### src/hdl/rkc_pkg.sv
// rkc_pkg: shared types and constants of the rgb kernel convolution block
`timescale 1ns / 1ps
package rkc_pkg;

  // fixed field widths
  localparam int CFG_W        = 11;
  localparam int HS_W         = 2;
  localparam int CH_W         = 8;
  localparam int PIX_W        = 32;
  localparam int COEF_W       = 16;
  localparam int CIDX_W       = 6;
  localparam int POS_W        = 23;
  localparam int HEIGHT_LIMIT = 1024;
  localparam int FIFO_DEPTH   = 8;

  // item kinds on the input channel
  typedef enum logic [1:0] {
    ACT_COEF  = 2'd0,
    ACT_PIXEL = 2'd1,
    ACT_FLUSH = 2'd2,
    ACT_NONE  = 2'd3
  } action_e;

  // configuration register indexes
  typedef enum logic [1:0] {
    REG_WIDTH  = 2'd0,
    REG_HEIGHT = 2'd1,
    REG_HALF   = 2'd2
  } cfg_reg_e;

  // per-item control that travels with the window data
  typedef struct packed {
    logic valid;
    logic interior;
    logic last;
  } meta_t;

  // one result item
  typedef struct packed {
    logic [CH_W-1:0] red;
    logic [CH_W-1:0] green;
    logic [CH_W-1:0] blue;
    logic [CH_W-1:0] alpha;
    logic            last;
  } res_t;

endpackage

### src/hdl/rkc_fifo.sv
// rkc_fifo: result queue in front of the output channel
`timescale 1ns / 1ps
module rkc_fifo #(
  parameter int DEPTH = 8,
  localparam int AW = $clog2(DEPTH)
) (
  input  logic          clk_i,
  input  logic          rst_ni,
  input  logic          push_i,
  input  rkc_pkg::res_t data_i,
  output logic          valid_o,
  input  logic          ready_i,
  output rkc_pkg::res_t data_o
);
  import rkc_pkg::*;

  res_t          mem_q [DEPTH];
  logic [AW-1:0] wptr_q;
  logic [AW-1:0] rptr_q;
  logic [AW:0]   count_q;
  logic          pop;

  assign valid_o = (count_q != '0);
  assign pop     = valid_o && ready_i;
  assign data_o  = mem_q[rptr_q];

  // pointers and fill level
  always_ff @(posedge clk_i or negedge rst_ni) begin
    if (!rst_ni) begin
      wptr_q  <= '0;
      rptr_q  <= '0;
      count_q <= '0;
    end else begin
      if (push_i) begin
        wptr_q <= wptr_q + 1'b1;
      end
      if (pop) begin
        rptr_q <= rptr_q + 1'b1;
      end
      count_q <= count_q + (AW+1)'(push_i) - (AW+1)'(pop);
    end
  end

  // storage
  always_ff @(posedge clk_i) begin
    if (push_i) begin
      mem_q[wptr_q] <= data_i;
    end
  end

endmodule

### config.mk
export PLATFORM = sky130hd
export DESIGN_NAME = rkc_fifo
export DESIGN_NICKNAME = d
export VERILOG_FILES = /design/src/hdl/rkc_pkg.sv /design/src/hdl/rkc_fifo.sv
export SDC_FILE = /design/constraint.sdc
export NUM_CORES = 1
export LEC_CHECK = 0
export BUFFER_PORTS_ARGS = -buffer_cell sky130_fd_sc_hd__buf_2
export CAP_MARGIN = 15
export CELL_PAD_IN_SITES_DETAIL_PLACEMENT = 2
export CELL_PAD_IN_SITES_GLOBAL_PLACEMENT = 2
export CORE_ASPECT_RATIO = 0.7
export CORE_MARGIN = 4
export CORE_UTILIZATION = 50
export CTS_BUF_LIST = sky130_fd_sc_hd__clkbuf_4 sky130_fd_sc_hd__clkbuf_8
export DETAILED_ROUTE_END_ITERATION = 10
export PLACE_DENSITY_LB_ADDON = 0.1
export SLEW_MARGIN = 20
export SYNTH_ARGS = -nofsm -noshare
export SYNTH_HDL_FRONTEND = slang
export SYNTH_SLANG_ARGS = --single-unit
### constraint.sdc
create_clock -name clk_i -period 4.2 [get_ports clk_i]
set_input_delay 0.21 -clock clk_i [delete_from_list [all_inputs] [get_ports clk_i]]
set_output_delay 0.21 -clock clk_i [all_outputs]
set_load 0.02 [all_outputs]
**Word-level counts from Yosys, hierarchy flattened**

Memory sizes are Yosys's and may differ from the RTL's.
Index checks and enable logic that the tools add are counted.

- $add $sub $neg: 4
- Multipliers: 0
- Divide/modulo/power cells: 0
- Order comparisons: 0
- Equal/unequal tests: 0
- Shift operators: 0
- Multiplexer cells: 2
- Bitwise logic cells: 0
- Reduce and logical (&&, ||, !) cells: 2

Operators with widths:

| operator | count |
|---|---|
| adder 3 x 1 -> 3 bit, second input constant | 2 |
| adder 4 x 1 -> 4 bit | 1 |
| nonzero test 4 bit | 1 |
| subtractor 4 x 1 -> 4 bit | 1 |
| 2-to-1 mux 1 bit | 2 |
| logical AND 1 bit | 1 |

- Flip-flop bits (word level): 10
- Latch bits: 0
- Bits in writable memories: 264
- Memory bits (read-only): 0
- Output and inout bits: 34
- Memories: 1

Memory list:

| name | depth | bits a word | read ports | clocked after Yosys merged registers in | write ports | RTL line | text |
|---|---|---|---|---|---|---|---|
| mem_q | 8 | 33 | 1 | 0 | 1 | rkc_fifo.sv:17 | `res_t mem_q [DEPTH];` |

**Longest topological paths before layout**

- Depth in word-level cells: 3
- Gate-level depth with buffers: 11

**Worst setup path before layout**

OpenSTA, ideal clock, no wires.

- Kind: register to register
- From: reg wptr_q[1]
- To: mem mem_q[0][0] (netlist bit) (enable)
- Library setup time: 0.464 ns
- Data arrival time: 2.846 ns
- Data required time: 3.736 ns
- Setup slack: 0.890 ns
- Stages on the path, launching flop included: 3
- Period minus slack after synthesis: 3.310 ns
- Path through: dfrtp_1 > nand2b_1 > nor3_1

RTL lines:

| what | RTL line | text |
|---|---|---|
| start: declaration | rkc_fifo.sv:18 | `logic [AW-1:0] wptr_q;` |
| start signal: assignment | rkc_fifo.sv:35 | `wptr_q <= wptr_q + 1'b1;` |
| end: declaration | rkc_fifo.sv:17 |  |

Straight into the memory's write port.

==> results <==
- Detailed routing placed a total of 1210 µm of wire on met3.
- The number of synthesized flops with an enable pin is 264.
- The data arrival time of the critical path is 2.80 ns.
- The power per cell area is 721 mW/mm².
- Setup repair after global routing left no endpoint under its margin.
- The worst hold path depth is 1.
- IR analysis of the VDD net gives a maximum drop of 369 µV.
- The netlist uses 23 different library cells.
- The routed design uses 14400 µm of met2 wire.
- In the routed layout, each cell is associated on average with a via count of 5.68.
- The initial antenna violation count is 2.
- For this run, the detailed router's first-pass iteration total came to 5.
- Among all stages on the critical path, the largest delay is contributed by dfrtp_4.
- The diode insertion count for antenna repair is 0.
- The root cell of the clock tree is clkbuf_8.
- The floorplan step defined a die boundary enclosing 0.0236 mm².
- For this run, the share of the core covered by cells in the final layout is 0.603.
- The final worst slack is 1.19 ns.
- After technology mapping, the gate count stands at 436.
- Summed over all cells, the static leakage comes to 4.27 nW.
- TritonCTS built the clock tree.
- The number of cells on the critical path is 4.
- Of the cells placed in the final design, the portion with a size suffix greater than 1 is 0.431.
- The HPWL after detailed placement is 15600 µm.
- After clock tree synthesis, the setup repair step added 0 buffers.
- For the worst setup path, the data required time is 3.99 ns.
- The later pin in the worst-skew pair is clocked with a latency of 0.54 ns.
- The area growth from synthesis to layout is 18.2%.
- Post-CTS repair changed the size of 0 cells.
- The hold buffer count at cts is 34.
- The peak fanout along the critical path is 24.
- The number of storage elements in the synthesis netlist is 274.
- For this block, the initial DRC count from the detailed router was 421.
- The total standard cell area after synthesis is 0.0106 mm².
- 71 I/O pins were placed.
- The weighted congestion at the end of routability-driven global placement is 0.702.
- During placement, the flow inserted port buffers numbering 70.
- For this run, the slowest stage of the critical path takes 0.76 ns.
- The final standard cell area without fillers is 0.0125 mm².
- The total global routing track utilization is 0.241.
- The worst setup path is of the reg -> out kind.
- In the layout the commonest cells are edfxtp_1 (264), buf_2 (70), mux4_2 (66), clkbuf_8 (45), dlygate4sd3_1 (34).
- The number of hold-slack violations in the final timing report was 0.
- Dividing the final minimum period by the clock period gives 0.716.
- The placed instances occupy a cell area of 0.0113 mm².
- The initial core utilization is 0.510.
- The CTS sink count is 274.
- The clock passes through at most 3 buffers.
- After routing, the total negative slack on setup checks comes to 0 ns.
- From bottom edge to top edge, the die measures 130 µm.
- The floorplan step defined a core boundary enclosing 0.0208 mm².
- The top layer used by detailed routing is met4.
- A synthesized cell averages 24.3 µm².
- The class of the tightest hold or removal check is in -> reg.
- The type of element capturing the critical path is a primary output.
- The number of design rule violations left after detail routing is 0.
- The final max-slew violation count is 0.
- The worst setup path is launched from a register.
- Counting cells, the worst reg-to-reg path comes to 11.
- The routed layout has 5045 vias.
- The clock transition at the registers of the reported paths is 0.07 ns.
- The count of buffering cells on the critical path with inverters included is 2.
- The total wirelength of the detailed-routed design is 27300 µm.
- Traced cell by cell, the critical path runs through buf_4, mux4_2, mux2_4, buf_2.
- The worst setup slack after placement is 1.58 ns.
- In the final routed layout, each cell accounts on average for 30.7 µm.
- The first global-routing pass estimated 40900 µm of wire.
- The maximum number of pins on one net before global-route repair is 40.
- The shortest period the worst path allows is 3.01 ns.
- The net total in the final layout is 624.
- The worst slew margin relative to its limit is 0.307.
- The run finished with clean final reports.
- Summed over all layers, the global routing overflow is 0.
- The filler cells instantiated in the layout total 1602.
- The post-synth net total is 481.
- Based on the critical path, the design can be clocked at up to 0.332 GHz.
- The H-tree level count is 2.
- The number of global-route vias before repair was 5854.
- After layout, the design draws a total of 9.02 mW.
- The number of standard-cell rows in the floorplan is 44.
- For this run, the number of Yosys warnings is 0.
- The most frequent standard cell in the layout excluding fill and tap cells is edfxtp_1.
- The setup clock skew after layout is 0.0151 ns.
- The detailed router put a total of 11300 µm of wire on met1.
- In this run, CTS created clock tree buffers numbering 43.
- The residual antenna-violating net count after detailed routing is 0.
- The transition time at the pin with the least slew margin is 1.04 ns.
- The fraction of registers with async set or reset after synthesis is 0.0365.
- The horizontal die dimension is 182 µm.
- The count of max-cap constraint violations is 0.
- The most frequently used flop master after synthesis is edfxtp_1.
- The count of endpoints failing setup in the final report is 0.
- Of the synthesized area, sequential elements account for 0.773.
- The gate family responsible for the most delay along the worst path is multiplexers.
[Yosys cell counts (6+ instances only)]
library cell / n / area share
mux2_2: 12 / 0.013
nor2_1: 6 / 0.0021
inv_1: 9 / 0.0032
edfxtp_1: 264 / 0.75
buf_2: 6 / 0.0028
mux2_4: 23 / 0.033
dfrtp_1: 10 / 0.024
ha_1: 7 / 0.0083
buf_1: 6 / 0.0021
mux4_2: 66 / 0.14
[power by group]
group	internal (mW)	switching (mW)	total, mW
clock	1.24	1.07	2.31
combinational	1.39	1.50	2.89
sequential	3.46	0.363	3.82
[per-layer routing]
layer  up-vias  global-route usage
met5         -                   0
met4         0              0.0556
met3        38              0.0482
met2       140               0.429
met1      2748               0.312
li1       2119                   -
[stage by stage]
step | hold slack, ns | instances
3_3_place_gp | 0.0852 | 776
6_report | 0.0280 | 888
2_1_floorplan | -0.0856 | 436
4_1_cts | 0.00228 | 888
3_5_place_dp | 0.0837 | 776
5_1_grt | 0.0111 | 888
[final timing paths]
kind | from | to | slack [ns]
max | rptr_q[0] | data_o[22] | 1.19
min | data_i[32] | mem_q[1][32] | 0.03
max reg2reg | count_q[2] | count_q[1] | 1.59
min reg2reg | wptr_q[1] | wptr_q[1] | 0.63
max in group asynchronous | rst_ni | rptr_q[0] | 3.90
min in group asynchronous | rst_ni | wptr_q[2] | 0.07
[cell type report]
type | instances | area [µm²] | area share
sequential | 274 | 8180 | 0.654
multi-input combinational | 134 | 2270 | 0.182
timing repair buffer | 117 | 813 | 0.0650
clock buffer | 58 | 717 | 0.0573
tap | 276 | 345 | 0.0276
clock inverter | 20 | 145 | 0.0116
inverter | 9 | 33.8 | 0.00270
[worst register-to-register path: cells and delay by family (launching register included)]
kind,cells,cell delay [ns]
buffers and inverters,5,0.33
adder cells (fa/ha/maj),4,1.12
flip-flops,1,0.37
AND/OR/NAND/NOR,2,0.67
[flip-flops by register name, indices dropped and copies added (netlist names)]
| signal | count |
|---|---|
| mem_q | 264 |
| count_q | 4 |
| rptr_q | 3 |
| wptr_q | 3 |
[cell families (layout without fill, tap and decap cells)]
| kind of cell | count (synthesis) | after routing | share of synthesized area |
|---|---|---|---|
| AOI/OAI and AO/OA | 2 | 2 | 0.00118 |
| xor gates and xnor gates | 6 | 6 | 0.00497 |
| adders and majority gates | 8 | 8 | 0.0102 |
| buffers and inverters | 28 | 204 | 0.0175 |
| DFF | 274 | 274 | 0.773 |
| muxes | 101 | 101 | 0.186 |
| and+or+nand+nor | 17 | 17 | 0.00757 |
Power figures use the tool's default switching activity.
